<file path="config.mk">
export PLATFORM = sky130hd
export DESIGN_NAME = pitch_bend_nearest_step_snap
export DESIGN_NICKNAME = d
export VERILOG_FILES = /design/src/hw/rtl/psnap_pkg.sv /design/src/hw/rtl/pitch_bend_nearest_step_snap.sv /design/src/hw/rtl/psnap_front.sv /design/src/hw/rtl/psnap_fifo.sv /design/src/hw/rtl/psnap_back.sv
export SDC_FILE = /design/constraint.sdc
export NUM_CORES = 1
export LEC_CHECK = 0
export BUFFER_PORTS_ARGS = -buffer_cell sky130_fd_sc_hd__buf_4
export CAP_MARGIN = 5
export CORE_ASPECT_RATIO = 1.25
export CORE_UTILIZATION = 31
export DETAILED_ROUTE_END_ITERATION = 12
export SLEW_MARGIN = 20
export SYNTH_ARGS = -nofsm -noshare
export SYNTH_HDL_FRONTEND = slang
export SYNTH_HIERARCHICAL = 1
export SYNTH_SLANG_ARGS = --single-unit
</file>
<file path="constraint.sdc">
create_clock -name clk -period 6.9 [get_ports clk]
set_input_delay 0 -clock clk [delete_from_list [all_inputs] [get_ports clk]]
set_output_delay 0 -clock clk [all_outputs]
set_load 0.01 [all_outputs]
</file>
<file path="src/hw/rtl/psnap_pkg.sv">
// ----------------------------------------------------------------------------
// psnap_pkg
// Shared types, constants and the reset preset of the pitch-bend step table.
// ----------------------------------------------------------------------------
package psnap_pkg;

	// step table geometry
	localparam int NUM_STEPS  = 25;
	localparam int PRESET_LEN = 25;
	localparam int IDX_W      = (NUM_STEPS > 1) ? $clog2(NUM_STEPS) : 1;

	// queue between the front and back parts
	localparam int QUEUE_DEPTH = 2;
	localparam int QPTR_W      = (QUEUE_DEPTH > 1) ? $clog2(QUEUE_DEPTH) : 1;
	localparam int QCNT_W      = $clog2(QUEUE_DEPTH + 1);

	// midi constants
	localparam logic [4:0] CHAN_OMNI      = 5'd16;
	localparam logic [3:0] KIND_PITCHBEND = 4'hE;

	typedef logic [IDX_W-1:0] idx_t;
	typedef logic [13:0]      bend_t;

	// one step table entry
	typedef struct packed {
		logic  enable;
		bend_t value;
	} step_t;

	// what the back part has to do with a queued transaction
	typedef enum logic [1:0] {
		OP_WRITE,
		OP_PASS,
		OP_BEND
	} op_t;

	typedef struct packed {
		op_t        op;
		logic [7:0] status_byte;
		logic [7:0] data_first;
		logic [7:0] data_second;
		logic [4:0] step_index;
		bend_t      value;
		logic       step_enable;
	} item_t;

	// equal-spacing preset, top of range at entry 0
	function automatic bend_t preset_value(input int i);
		bend_t v;
		case (i)
			0:       v = 14'd16383;
			1:       v = 14'd15700;
			2:       v = 14'd15018;
			3:       v = 14'd14335;
			4:       v = 14'd13653;
			5:       v = 14'd12970;
			6:       v = 14'd12287;
			7:       v = 14'd11605;
			8:       v = 14'd10922;
			9:       v = 14'd10239;
			10:      v = 14'd9557;
			11:      v = 14'd8874;
			12:      v = 14'd8192;
			13:      v = 14'd7509;
			14:      v = 14'd6826;
			15:      v = 14'd6144;
			16:      v = 14'd5461;
			17:      v = 14'd4778;
			18:      v = 14'd4096;
			19:      v = 14'd3413;
			20:      v = 14'd2731;
			21:      v = 14'd2048;
			22:      v = 14'd1365;
			23:      v = 14'd683;
			default: v = 14'd0;
		endcase
		return v;
	endfunction

endpackage

</file>
<file path="src/hw/rtl/pitch_bend_nearest_step_snap.sv">
// ----------------------------------------------------------------------------
// pitch_bend_nearest_step_snap
// MIDI channel filter and pitch-bend snapper to the nearest enabled step.
//
//   channel  direction  handshake            payload
//   in       input      in_valid / in_stall  action, status_byte, data bytes,
//                                            step_index, step_value, step_enable
//   out      output     out_valid/out_stall  out_status, out_data_first/second
//   cfg      input      cfg_wr_en            cfg_wr_data (listen channel)
//
// In the back part a pitch-bend is taken from the queue, every table entry
// is scanned in turn, and the result is finished in the done state, which
// waits for a free output slot; other messages and table writes are handled
// when taken. A two-entry queue lets the front keep accepting while the back
// scans or the output is stalled. Reset restores the preset table and sets
// the listen channel to any. in_stall is high only while the queue is full.
// ----------------------------------------------------------------------------
module pitch_bend_nearest_step_snap (
	input  logic        clk,
	input  logic        arst_n,
	input  logic        in_valid,
	output logic        in_stall,
	input  logic        action,
	input  logic [7:0]  status_byte,
	input  logic [7:0]  data_first,
	input  logic [7:0]  data_second,
	input  logic [4:0]  step_index,
	input  logic [13:0] step_value,
	input  logic        step_enable,
	output logic        out_valid,
	input  logic        out_stall,
	output logic [7:0]  out_status,
	output logic [7:0]  out_data_first,
	output logic [7:0]  out_data_second,
	input  logic        cfg_wr_en,
	input  logic [4:0]  cfg_wr_data
);
	import psnap_pkg::*;

	logic  push;
	item_t push_item;
	logic  full;
	logic  pop;
	logic  head_valid;
	item_t head_item;

	// classifier
	psnap_front u_front (
		.clk         (clk),
		.arst_n      (arst_n),
		.in_valid    (in_valid),
		.in_stall    (in_stall),
		.action      (action),
		.status_byte (status_byte),
		.data_first  (data_first),
		.data_second (data_second),
		.step_index  (step_index),
		.step_value  (step_value),
		.step_enable (step_enable),
		.cfg_wr_en   (cfg_wr_en),
		.cfg_wr_data (cfg_wr_data),
		.push        (push),
		.push_item   (push_item),
		.full        (full)
	);

	// decoupling queue
	psnap_fifo u_fifo (
		.clk        (clk),
		.arst_n     (arst_n),
		.push       (push),
		.push_item  (push_item),
		.full       (full),
		.pop        (pop),
		.head_valid (head_valid),
		.head_item  (head_item)
	);

	// table and scanner
	psnap_back u_back (
		.clk             (clk),
		.arst_n          (arst_n),
		.head_valid      (head_valid),
		.head_item       (head_item),
		.pop             (pop),
		.out_valid       (out_valid),
		.out_stall       (out_stall),
		.out_status      (out_status),
		.out_data_first  (out_data_first),
		.out_data_second (out_data_second)
	);

endmodule

</file>
<file path="src/hw/rtl/psnap_front.sv">
// ----------------------------------------------------------------------------
// psnap_front
// Accepts transactions, filters by listen channel and classifies them into
// table writes, pass-through messages and pitch-bend snaps for the queue.
// ----------------------------------------------------------------------------
module psnap_front (
	input  logic                clk,
	input  logic                arst_n,
	input  logic                in_valid,
	output logic                in_stall,
	input  logic                action,
	input  logic [7:0]          status_byte,
	input  logic [7:0]          data_first,
	input  logic [7:0]          data_second,
	input  logic [4:0]          step_index,
	input  logic [13:0]         step_value,
	input  logic                step_enable,
	input  logic                cfg_wr_en,
	input  logic [4:0]          cfg_wr_data,
	output logic                push,
	output psnap_pkg::item_t    push_item,
	input  logic                full
);
	import psnap_pkg::*;

	logic [4:0] listen_channel_q;
	logic       accept;
	logic       chan_ok;
	logic       idx_ok;
	logic       keep;

	// listen channel register
	always_ff @(posedge clk or negedge arst_n) begin
		if (!arst_n) begin
			listen_channel_q <= CHAN_OMNI;
		end else if (cfg_wr_en) begin
			listen_channel_q <= cfg_wr_data;
		end
	end

	// accept whenever the queue has room; filtered transactions just vanish
	assign in_stall = full;
	assign accept   = in_valid && !full;

	// classification
	always_comb begin
		chan_ok = (listen_channel_q >= CHAN_OMNI) ||
		          (status_byte[3:0] == listen_channel_q[3:0]);
		idx_ok  = (32'(step_index) < NUM_STEPS);
		keep    = action ? idx_ok : chan_ok;

		push_item             = '0;
		push_item.status_byte = status_byte;
		push_item.data_first  = data_first;
		push_item.data_second = data_second;
		push_item.step_index  = step_index;
		push_item.step_enable = step_enable;
		if (action) begin
			push_item.op    = OP_WRITE;
			push_item.value = step_value;
		end else if (status_byte[7:4] == KIND_PITCHBEND) begin
			push_item.op    = OP_BEND;
			push_item.value = {data_second[6:0], data_first[6:0]};
		end else begin
			push_item.op    = OP_PASS;
			push_item.value = step_value;
		end
	end

	assign push = accept && keep;

endmodule

</file>
<file path="src/hw/rtl/psnap_fifo.sv">
// ----------------------------------------------------------------------------
// psnap_fifo
// Short queue that decouples the front classifier from the back scanner.
// ----------------------------------------------------------------------------
module psnap_fifo (
	input  logic             clk,
	input  logic             arst_n,
	input  logic             push,
	input  psnap_pkg::item_t push_item,
	output logic             full,
	input  logic             pop,
	output logic             head_valid,
	output psnap_pkg::item_t head_item
);
	import psnap_pkg::*;

	typedef logic [QPTR_W-1:0] ptr_t;

	item_t             entry_q [QUEUE_DEPTH];
	ptr_t              wr_ptr_q;
	ptr_t              rd_ptr_q;
	logic [QCNT_W-1:0] count_q;

	function automatic ptr_t ptr_next(input ptr_t p);
		return (p == ptr_t'(QUEUE_DEPTH - 1)) ? '0 : p + ptr_t'(1);
	endfunction

	assign full       = (count_q == QCNT_W'(QUEUE_DEPTH));
	assign head_valid = (count_q != '0);
	assign head_item  = entry_q[rd_ptr_q];

	// storage, no reset needed
	always_ff @(posedge clk) begin
		if (push) begin
			entry_q[wr_ptr_q] <= push_item;
		end
	end

	// pointers and fill count
	always_ff @(posedge clk or negedge arst_n) begin
		if (!arst_n) begin
			wr_ptr_q <= '0;
			rd_ptr_q <= '0;
			count_q  <= '0;
		end else begin
			if (push) begin
				wr_ptr_q <= ptr_next(wr_ptr_q);
			end
			if (pop) begin
				rd_ptr_q <= ptr_next(rd_ptr_q);
			end
			if (push && !pop) begin
				count_q <= count_q + QCNT_W'(1);
			end else if (pop && !push) begin
				count_q <= count_q - QCNT_W'(1);
			end
		end
	end

endmodule

</file>
<file path="src/hw/rtl/psnap_back.sv">
// ----------------------------------------------------------------------------
// psnap_back
// Holds the step table, applies table writes and scans the table one entry a
// cycle to snap a pitch bend to the nearest enabled step; drives the output
// register.
// ----------------------------------------------------------------------------
module psnap_back (
	input  logic             clk,
	input  logic             arst_n,
	input  logic             head_valid,
	input  psnap_pkg::item_t head_item,
	output logic             pop,
	output logic             out_valid,
	input  logic             out_stall,
	output logic [7:0]       out_status,
	output logic [7:0]       out_data_first,
	output logic [7:0]       out_data_second
);
	import psnap_pkg::*;

	typedef enum logic [1:0] {
		ST_IDLE,
		ST_SCAN,
		ST_DONE
	} state_t;

	state_t     state_q;
	step_t      table_q [NUM_STEPS];
	idx_t       scan_idx_q;
	bend_t      bend_q;
	logic [7:0] status_q;
	logic       found_q;
	bend_t      best_value_q;
	bend_t      best_dist_q;
	logic       out_valid_q;
	logic [7:0] out_status_q;
	logic [7:0] out_data_first_q;
	logic [7:0] out_data_second_q;

	logic       out_free;
	logic       load_out;
	logic       wr_table;
	step_t      cur;
	bend_t      delta;
	logic       better;

	assign out_free = !out_valid_q || !out_stall;

	// take the head transaction when idle; pass-through messages need a free output slot
	always_comb begin
		pop = 1'b0;
		if (state_q == ST_IDLE && head_valid) begin
			case (head_item.op) inside
				OP_WRITE, OP_BEND: pop = 1'b1;
				OP_PASS:           pop = out_free;
				default:           pop = 1'b0;
			endcase
		end
	end

	assign wr_table = pop && (head_item.op == OP_WRITE);

	// a new output transaction enters the output register
	assign load_out = (state_q == ST_IDLE && pop && head_item.op == OP_PASS) ||
	                  (state_q == ST_DONE && out_free && found_q);

	// distance of the current entry to the bend value
	always_comb begin
		cur    = table_q[scan_idx_q];
		delta  = (cur.value >= bend_q) ? (cur.value - bend_q) : (bend_q - cur.value);
		better = cur.enable && (!found_q || (delta < best_dist_q));
	end

	// step table, reset to the preset
	always_ff @(posedge clk or negedge arst_n) begin
		if (!arst_n) begin
			for (int i = 0; i < NUM_STEPS; i++) begin
				table_q[i].value  <= preset_value(i);
				table_q[i].enable <= (i < PRESET_LEN);
			end
		end else if (wr_table) begin
			table_q[idx_t'(head_item.step_index)].value  <= head_item.value;
			table_q[idx_t'(head_item.step_index)].enable <= head_item.step_enable;
		end
	end

	// sequencer and output register
	always_ff @(posedge clk or negedge arst_n) begin
		if (!arst_n) begin
			state_q           <= ST_IDLE;
			out_valid_q       <= 1'b0;
			scan_idx_q        <= '0;
			found_q           <= 1'b0;
			bend_q            <= '0;
			status_q          <= '0;
			best_value_q      <= '0;
			best_dist_q       <= '0;
			out_status_q      <= '0;
			out_data_first_q  <= '0;
			out_data_second_q <= '0;
		end else begin
			if (load_out) begin
				out_valid_q <= 1'b1;
			end else if (!out_stall) begin
				out_valid_q <= 1'b0;
			end
			unique case (state_q)
				ST_IDLE: begin
					if (pop && head_item.op == OP_PASS) begin
						out_status_q      <= head_item.status_byte;
						out_data_first_q  <= head_item.data_first;
						out_data_second_q <= head_item.data_second;
					end else if (pop && head_item.op == OP_BEND) begin
						status_q   <= head_item.status_byte;
						bend_q     <= head_item.value;
						scan_idx_q <= '0;
						found_q    <= 1'b0;
						state_q    <= ST_SCAN;
					end
				end
				ST_SCAN: begin
					if (better) begin
						found_q      <= 1'b1;
						best_value_q <= cur.value;
						best_dist_q  <= delta;
					end
					if (scan_idx_q == idx_t'(NUM_STEPS - 1)) begin
						state_q <= ST_DONE;
					end else begin
						scan_idx_q <= scan_idx_q + idx_t'(1);
					end
				end
				ST_DONE: begin
					// no enabled entry means the bend is dropped
					if (out_free) begin
						if (found_q) begin
							out_status_q      <= status_q;
							out_data_first_q  <= {1'b0, best_value_q[6:0]};
							out_data_second_q <= {1'b0, best_value_q[13:7]};
						end
						state_q <= ST_IDLE;
					end
				end
				default: state_q <= ST_IDLE;
			endcase
		end
	end

	assign out_valid       = out_valid_q;
	assign out_status      = out_status_q;
	assign out_data_first  = out_data_first_q;
	assign out_data_second = out_data_second_q;

endmodule

</file>
==> flow_metrics.tcl, run 1 <==
set metrics [dict create \
    mostFrequentLayoutCells "mux2_2 (426), dfrtp_1 (268), dfstp_2 (196)" \
    die_y_um 331 \
    cts_sinks 559 \
    cp_top_family "compound AO/OA/AOI/OAI gates" \
    syn_nets 1988 \
    layout_commonest_cell "mux2_2" \
    min_path_type "input pin to async pin" \
    ys_ff_latch 559 \
    crit_buf_inv 2 \
    synth-xor-area-share 0.00751 \
    tightest_slew_ps 1180 \
    via_per_inst 4.95 \
    numCtsBuffers 54 \
    ys_seq_area_frac 0.548 \
    synthArstFlopShare 0.835 \
    rsz0062_at_grt "false" \
    synth-simple-area-share 0.0473 \
    root_buffer "clkbuf_16" \
    routed_wl_mm 67.5 \
    syn_avg_cell_area_um2 14.2 \
    rr_endpoint "u_back/best_value_q[13]" \
    pin_count 81 \
    crit_fanout 25 \
    end_kind "register" \
    worstPathCellList "buf_12 > mux4_2 > mux2_2 > a22o_1 > o31a_1 > ha_1 > nand4_1 > a21oi_1 > nor2_1 > o31ai_1 > mux2_2 > a21oi_1 > nand2_1 > xor2_1 > ha_1 > a21o_1 > a21o_1 > a21oi_1 > o2111ai_2 > nor3_4 > buf_12 > mux2_2" \
    timing.fmax_ghz 0.155 \
    r2r-start "u_back/scan_idx_q[1]" \
    grt_pass1_wl_mm 105 \
    globalplace.congestion 0.840 \
    cts_tree "built" \
    ir_drop_mv 0.258 \
    fin_crit_sh 0.938 \
    portBuffers 80 \
    cap_violations 0 \
    r2r_slack_ps 430 \
    drive_above_1_share 0.501 \
    required_ps 7410 \
    num_rows 120 \
    yosys.area.top_type "dfrtp_1" \
    synth_area_um2 26800 \
    final_area_um2 31100 \
    synth_fa_ha_area_frac 0.0225 \
    core_um2 85700 \
    cts.clk_slew.worst_paths_ps 60 \
    grt_util_all_layers 0.156 \
    die_w_um 265 \
    fin_tns_setup_ps 0 \
    vias 15700 \
    wl_per_cell_um 21.2 \
    cpPeakStageDelay_ps 730 \
    outcome "finished, final reports clean" \
    min_period_ps 6470 \
    die_area_um2 87700 \
    rr_worst_depth 22 \
    hold_violations 0 \
    arrival_ps 6980 \
    dp_hpwl_mm 44.2 \
    holdWs_ps 95.4 \
    yosys_warnings 6 \
    drt-pass1-iter-count 6 \
    synth_compound_area_frac 0.0446 \
    insertion_delay_ps 620 \
    muxShareOfSynthArea 0.291 \
    synth_top_area_frac 0.253 \
    finClkSkew_ps 29.2 \
    synth.distinct_cells 78 \
    p_leak_uw 0.0133 \
    path_class "register to register" \
    detail-route-antenna-nets 0 \
    synthCells 1886 \
    synth_top_family_by_area "multiplexers" \
    nets 2077 \
    grt_pass1_vias 17100 \
    synth_ff_type "dfrtp_1" \
    place_inst 3017 \
    setup_violations 0 \
    drt_iter0_markers 955 \
    synth.area.top_cells "dfrtp_1 (25%), dfstp_2 (19%), mux2_2 (18%)" \
    slowest_stage "dfrtp_4" \
    postPlaceCellArea_um2 28600 \
    htreeDepth 2 \
    antenna_found_initial 1 \
    slew_viol_final 0 \
    drc 0 \
    relSlewSlack 0.214 \
    grt_max_degree 177 \
    synth-edff-count 92 \
    p_per_area_nw_per_um2 484 \
    clockBufferDepth 3 \
    start_kind "register" \
    initial_core_util 0.313 \
    layout.cells.non_filler 3181 \
    grt-ovfl-total 0 \
    area_growth_syn_to_layout_pct 15.9 \
]
-- metrics by stage --
step,total power [uW],utilization,worst slack (ps)
6_report,15000,0.362,430
5_1_grt,16000,0.362,36.6
4_1_cts,15100,0.362,237
3_5_place_dp,12000,0.333,246
3_3_place_gp,11800,0.333,368
2_1_floorplan,9940,-,724
-- layout make-up --
type	instances	area, um2
Clock inverter	31	328
Inverter	53	199
Tap cell	1159	1450
Timing Repair Buffer	194	1740
Clock buffer	71	1530
Sequential cell	559	14700
Multi-Input combinational cell	1113	11100
Fill cell	8182	54700
Antenna cell	1	2.50
-- layer usage --
layer | up-vias | share of wire | GRT usage
li1 | 6995 | - | -
met1 | 8376 | 0.41 | 0.188
met2 | 282 | 0.52 | 0.285
met3 | 96 | 0.032 | 0.0176
met4 | 0 | 0.030 | 0.0530
met5 | - | 0 | 0
-- where the power goes --
group	switching, uW	total (uW)	internal [uW]
Combinational	3390	6480	3080
Sequential	678	5470	4790
Clock	1320	3090	1760
-- synthesized netlist by cell type (3+ instances only) --
cell      number
o21ai_0       35
ha_1          45
a21boi_0       3
inv_1         52
nand3_1        9
buf_4         33
nor3_1         4
a22o_1        14
o211ai_1      17
nor3b_1        4
clkbuf_1      85
dfrtp_1      271
buf_2         25
buf_1          8
buf_6          9
a31oi_1       24
dfstp_2      196
edfxtp_1      92
nand4_1        9
nor2_1        40
a21o_1         6
nand3b_1       3
xnor2_1        5
mux4_2        77
o31a_1        14
mux2_2       426
o221ai_1       3
mux2_4        50
nand2b_1       4
a21oi_1       25
o22ai_1       15
mux2i_1       48
mux2_1         4
xor2_1        18
nor2b_1       13
nand2_1      146
-- kinds of logic (layout without fill, tap and decap cells) --
| logic type | after synthesis | after routing |
|---|---|---|
| mux | 605 | 605 |
| flops | 559 | 559 |
| simple gates | 261 | 261 |
| buf+inv | 214 | 349 |
| compound gates | 177 | 177 |
| fa+ha+maj | 47 | 47 |
| xor+xnor | 23 | 23 |
| other cells | 0 | 1 |
-- flip-flops by register name, summed over array words and instances, names as in the netlist --
name,cells
u_back/bend_q,14
u_back/best_dist_q,14
u_back/best_value_q,14
u_back/found_q,1
u_back/out_data_first,8
u_back/out_data_second,8
u_back/out_status,8
u_back/out_valid,1
u_back/scan_idx_q,5
u_back/state_q,2
u_back/status_q,8
u_back/table_q,375
u_fifo/count_q,2
u_fifo/entry_q,92
u_fifo/rd_ptr_q,1
u_fifo/wr_ptr_q,1
u_front/listen_channel_q,5
-- worst max-delay path by stage --
stage	to	slack, ps	cells after the start	start
after global placement	u_back/best_value_q[13]	370	22	u_back/scan_idx_q[0]
final	u_back/best_value_q[13]	430	22	u_back/scan_idx_q[1]
after detailed placement	u_back/best_value_q[13]	250	23	u_back/scan_idx_q[0]
after floorplan	u_back/best_dist_q[12]	720	26	u_back/scan_idx_q[0]
after CTS	u_back/best_value_q[13]	240	23	u_back/scan_idx_q[0]
after global routing	u_back/best_value_q[12]	40	23	u_back/scan_idx_q[0]
-- timing repair --
item,4_1_cts,5_1_grt
hold buffers,59,0
setup endpoints to repair,0,21
hold endpoints to repair,183,0
resized for setup,0,2
setup buffers,0,1
Power figures use the tool's default switching activity.
==> run 2, diff against run 1 <==
==> constraint.sdc (replaced) <==
create_clock -name clk -period 6.9 [get_ports clk]
set_input_delay 0.345 -clock clk [delete_from_list [all_inputs] [get_ports clk]]
set_output_delay 0.345 -clock clk [all_outputs]
set_load 0.01 [all_outputs]
==> run 2 against run 1 <==
Clock skew is essentially flat. Sequential share of layout area up 0.33 points. Count of clock-buffer cells in the layout did not move. Cell count decreased by 0.66%. Flip-flop and latch count did not move. Critical path depth increased by 1. Worst setup slack gained 10 ps. Clock power about the same. Die area is the same. Largest cell class unchanged. Largest power group unchanged.
==> flow_metrics.tcl, run 2 (same netlist as run 1, synthesis figures left out) <==
set metrics [dict create \
    cp_top_family "simple AND/OR/NAND/NOR gates" \
    worstPathCellList "buf_12 > buf_4 > mux4_2 > mux2_2 > a22o_1 > o31a_1 > ha_1 > o21ai_0 > nor2_2 > nor3_4 > nand3_2 > or3b_2 > nand4_1 > nand2_1 > xor2_1 > ha_1 > a21o_1 > a21o_1 > a21oi_1 > o2111ai_2 > nor3_4 > buf_12 > mux2_2" \
    rsz0062_at_grt "false" \
    ir_drop_mv 0.260 \
    globalplace.congestion 0.840 \
    hold_violations 0 \
    nets 2055 \
    crit_fanout 19 \
    setup_violations 0 \
    clockBufferDepth 3 \
    drc 0 \
    dp_hpwl_mm 44.2 \
    start_kind "register" \
    end_kind "register" \
    slowest_stage "dfrtp_4" \
    cap_violations 0 \
    place_inst 3017 \
    cts_sinks 559 \
    timing.fmax_ghz 0.155 \
    p_sw_uw 5390 \
    die_y_um 331 \
    crit_buf_inv 3 \
    tightest_slew_ps 1190 \
    arrival_ps 6970 \
    die_area_um2 87700 \
    drive_above_1_share 0.507 \
    slew_viol_final 0 \
    numCtsBuffers 54 \
    vias 15600 \
    insertion_delay_ps 630 \
    htreeDepth 2 \
    area_growth_syn_to_layout_pct 15.1 \
    grt_pass1_wl_mm 104 \
    fin_crit_sh 0.936 \
    layout_commonest_cell "mux2_2" \
    drt-pass1-iter-count 5 \
    root_buffer "clkbuf_16" \
    drt_iter0_markers 950 \
    top_register "u_back/table_q" \
    grt_max_degree 177 \
    fin_tns_setup_ps 0 \
    pwr-share-comb 0.430 \
    grt-ovfl-total 0 \
    portBuffers 80 \
    largestRegisters "u_back/table_q x375, u_fifo/entry_q x92" \
    fin_util 0.360 \
    clkPwrFrac 0.206 \
    largest_reg_flops 375 \
    cpPeakStageDelay_ps 600 \
    min_path_type "input pin to register" \
    detail-route-antenna-nets 0 \
    required_ps 7410 \
    outcome "finished, final reports clean" \
    p_per_area_nw_per_um2 487 \
    die_w_um 265 \
    internal_power_uw 9620 \
    finClkSkew_ps 29.1 \
    via_per_inst 4.95 \
    sequentialPowerShare 0.364 \
    cts.clk_slew.worst_paths_ps 60 \
    switching_share 0.359 \
    wl_per_cell_um 21.2 \
    grt_util_all_layers 0.155 \
    num_rows 120 \
    path_class "register to register" \
    p_leak_uw 0.0132 \
    layout.cells.non_filler 3160 \
    min_period_ps 6460 \
    initial_core_util 0.313 \
    cts_tree "built" \
    mostFrequentLayoutCells "mux2_2 (426), dfrtp_1 (268), dfstp_2 (196)" \
    antenna_found_initial 2 \
    pin_count 81 \
    relSlewSlack 0.202 \
    fillers 8193 \
    routed_wl_mm 67.1 \
    core_um2 85700 \
    grt_pass1_vias 17000 \
]
-- run 2: cell count changes in the layout (fill, tap and decap cells not counted) --
| cell | before | now |
|---|---|---|
| dlygate4sd3_1 | 59 | 37 |
| diode_2 | 1 | 2 |
-- run 2: final cells by class --
class	instances	area, um2	share of cell area
Sequential cell	559	14700	0.476
Clock buffer	71	1530	0.0496
Multi-Input combinational cell	1113	11100	0.360
Clock inverter	31	328	0.0106
Antenna cell	2	5.00	0.000162
Timing Repair Buffer	172	1520	0.0492
Inverter	53	199	0.00645
Tap cell	1159	1450	0.0470
-- run 2: path summary, 6_finish.rpt --
kind                                 startpoint                           to  slack [ps]  depth (start not counted)
max reg2reg                u_back/scan_idx_q[0]      u_back/best_value_q[13]         440                         23
min in group asynchronous                arst_n          u_back/table_q[311]         460                          2
min                                   cfg_wr_en  u_front/listen_channel_q[4]          40                          2
max in group asynchronous                arst_n         u_back/scan_idx_q[1]        4810                          3
max                        u_back/scan_idx_q[0]      u_back/best_value_q[13]         440                         23
min reg2reg                  u_back/status_q[5]           u_back/status_q[5]         480                          2
-- run 2: power by group through the flow --
| stage | Sequential (uW) | Combinational [uW] | Clock [uW] |
|---|---|---|---|
| after floorplan | 5210 | 4730 | 0 |
| after global placement | 5460 | 6350 | 0 |
| after detailed placement | 5530 | 6440 | 0 |
| after CTS | 5480 | 6480 | 3170 |
| after global routing | 5600 | 7070 | 3290 |
| final | 5460 | 6470 | 3090 |
-- run 2: timing repair --
action | CTS | global route
buffers inserted | 0 | 1
hold buffers | 37 | 0
endpoints found under the hold margin | 125 | 0
resized for setup | 0 | 2
setup endpoints to repair | 0 | 21
-- run 2: per-layer routing --
| metal | track usage | part of all wire |
|---|---|---|
| met3 | 0.0174 | 0.032 |
| met1 | 0.188 | 0.41 |
| met2 | 0.284 | 0.53 |
| met4 | 0.0519 | 0.027 |
| met5 | 0 | 0 |
-- run 2: metrics by stage --
stage	power (uW)	area (um2)	hold WS (ps)	worst slack (ps)
2_1_floorplan	9940	26800	49.4	724
3_3_place_gp	11800	28600	459	368
3_5_place_dp	12000	28600	462	246
4_1_cts	15100	30800	5.72	237
5_1_grt	16000	30900	27.1	36.6
6_report	15000	30900	40.3	440
==> run 3, diff against run 2 <==
--- a/config.mk
+++ b/config.mk
@@ -10,6 +10,7 @@
 export CORE_ASPECT_RATIO = 1.25
 export CORE_UTILIZATION = 31
 export DETAILED_ROUTE_END_ITERATION = 12
+export PLACE_DENSITY = 0.46
 export SLEW_MARGIN = 20
 export SYNTH_ARGS = -nofsm -noshare
 export SYNTH_HDL_FRONTEND = slang
==> run 3 against run 2 <==
Global-route usage increased by 1.1 points. Clock skew is essentially flat. Core utilization rose by 0.53 points. First-iteration DRC count fell by 15%. Combinational power rose by 0.8%. Count of clock-buffer cells in the layout increased by 15. Critical path depth increased by 1. Cell area grew 1.5%. Register-to-register slack hardly changed. Clock power up 13%. Largest power group unchanged.
==> flow_metrics.tcl, run 3 (same netlist as run 1, synthesis figures left out) <==
set metrics [dict create \
    min_from "step_value[11]" \
    p_per_area_nw_per_um2 493 \
    path_class "register to register" \
    pin_count 81 \
    insertion_delay_ps 650 \
    wl_per_cell_um 22.5 \
    grt-ovfl-total 0 \
    htreeDepth 2 \
    timing.fmax_ghz 0.155 \
    num_rows 120 \
    start_kind "register" \
    ir_drop_mv 0.217 \
    largest_reg_flops 375 \
    outcome "finished, final reports clean" \
    root_buffer "clkbuf_16" \
    rr_worst_depth 24 \
    top_register "u_back/table_q" \
    routed_wl_mm 71.6 \
    numCtsBuffers 60 \
    die_area_um2 87700 \
    grt_max_degree 138 \
    dp_hpwl_mm 46.2 \
    cts.clk_slew.worst_paths_ps 60 \
    hold_violations 0 \
    final_area_um2 31300 \
    clockBufferDepth 3 \
    holdPathStages 2 \
    min_path_type "input pin to register" \
    portBuffers 80 \
    grt_util_all_layers 0.165 \
    nets 2079 \
    drive_above_1_share 0.505 \
    vias 15700 \
    antenna_found_initial 1 \
    grt_pass1_vias 16900 \
    via_per_inst 4.93 \
    area_growth_syn_to_layout_pct 16.8 \
    r2r_slack_ps 440 \
    rr_endpoint "u_back/best_dist_q[11]" \
    globalplace.congestion 0.876 \
    grt_pass1_wl_mm 109 \
    fin_tns_setup_ps 0 \
    p_leak_uw 0.0134 \
    relSlewSlack 0.322 \
    r2r-start "u_back/scan_idx_q[0]" \
    tightest_slew_ps 1010 \
    postPlaceCellArea_um2 28600 \
    required_ps 7460 \
    setup_violations 0 \
    initial_core_util 0.313 \
    end_kind "register" \
    drt_iter0_markers 808 \
    cts_tree "built" \
    rsz0062_at_grt "false" \
    layout_commonest_cell "mux2_2" \
    die_y_um 331 \
    largestRegisters "u_back/table_q x375, u_fifo/entry_q x92" \
    die_w_um 265 \
    fin_crit_sh 0.936 \
    arrival_ps 7020 \
    cts_sinks 559 \
    cap_violations 0 \
    min_to "u_fifo/entry_q[1][12]" \
    min_period_ps 6460 \
    drt-pass1-iter-count 7 \
    mostFrequentLayoutCells "mux2_2 (426), dfrtp_1 (268), dfstp_2 (196)" \
    crit_fanout 40 \
    core_um2 85700 \
    detail-route-antenna-nets 0 \
    slew_viol_final 0 \
    drc 0 \
    finClkSkew_ps 29.0 \
]
==> run 3: changes by cell type in the layout (fill, tap and decap cells not counted), sizes merged <==
cell	before	now
dlygate4sd3	37	50
clkbuf	71	86
diode	2	1
buf	135	140
clkinvlp	4	2
inv	59	55
bufinv	5	8
==> run 3: worst max path at each step <==
| stage | start | to | slack (ps) | depth (start not counted) |
|---|---|---|---|---|
| after floorplan | u_back/scan_idx_q[0] | u_back/best_dist_q[12] | 720 | 26 |
| after global placement | u_back/scan_idx_q[0] | u_back/best_dist_q[11] | 300 | 24 |
| after detailed placement | u_back/scan_idx_q[0] | u_back/best_dist_q[11] | 220 | 24 |
| after CTS | u_back/scan_idx_q[0] | u_back/best_dist_q[11] | 200 | 24 |
| after global routing | u_back/scan_idx_q[1] | u_back/best_dist_q[11] | 30 | 28 |
| final | u_back/scan_idx_q[0] | u_back/best_dist_q[11] | 440 | 24 |
==> run 3: stage by stage <==
step	power (uW)	setup slack, ps	hold slack (ps)	cells	utilization
floorplan	9940	724	49.4	1886	-
global placement	11900	298	359	3018	0.333
detailed placement	12000	225	369	3018	0.333
CTS	15600	204	0.353	3182	0.364
global route	16400	34.8	5.44	3188	0.365
finish	15400	442	36.0	3189	0.365
==> run 3: where the power goes <==
part           internal, uW  total (uW)  leakage, uW  switching, uW
registers              4790        5420      0.00644            627
logic                  3050        6520      0.00588           3470
clock network          2090        3480      0.00106           1390
total                  9930       15400       0.0134           5490
==> run 3: cell type report <==
class	count	area, um2
antenna	1	2.50
multi-input combinational	1113	11100
inverter	53	199
tap	1159	1450
timing repair buffer	190	1700
clock inverter	28	375
sequential	559	14700
clock buffer	86	1780
fill	8180	54400
==> run 3: worst max-delay path: stages (launching register included) <==
cell and delay [ps]:
dfrtp_4 510, buf_12 310, mux4_2 540, mux2_2 270
a22o_1 240, o31a_1 310, ha_1 460, nand4_1 160
nor4_2 510, nor3_4 120, nand3_2 190, buf_4 210
mux2_2 370, a221oi_2 240, xnor2_1 190, ha_1 280
a21o_1 160, a21o_1 160, a21oi_1 160, nor2_1 90
nor3_4 240, buf_12 210, inv_2 70, a211o_2 300
o221ai_1 60
==> run 3: timing repair <==
action | CTS | global route
hold endpoints to repair | 121 | 0
endpoints found under the setup margin | 0 | 20
hold buffers | 50 | 0
resized for setup | 0 | 1
setup buffers | 0 | 5
==> run 3: metal layers <==
| metal | track usage | share of wire |
|---|---|---|
| met1 | 0.205 | 0.42 |
| met2 | 0.300 | 0.52 |
| met3 | 0.0262 | 0.035 |
| met4 | 0.0392 | 0.020 |
| met5 | 0 | 0 |
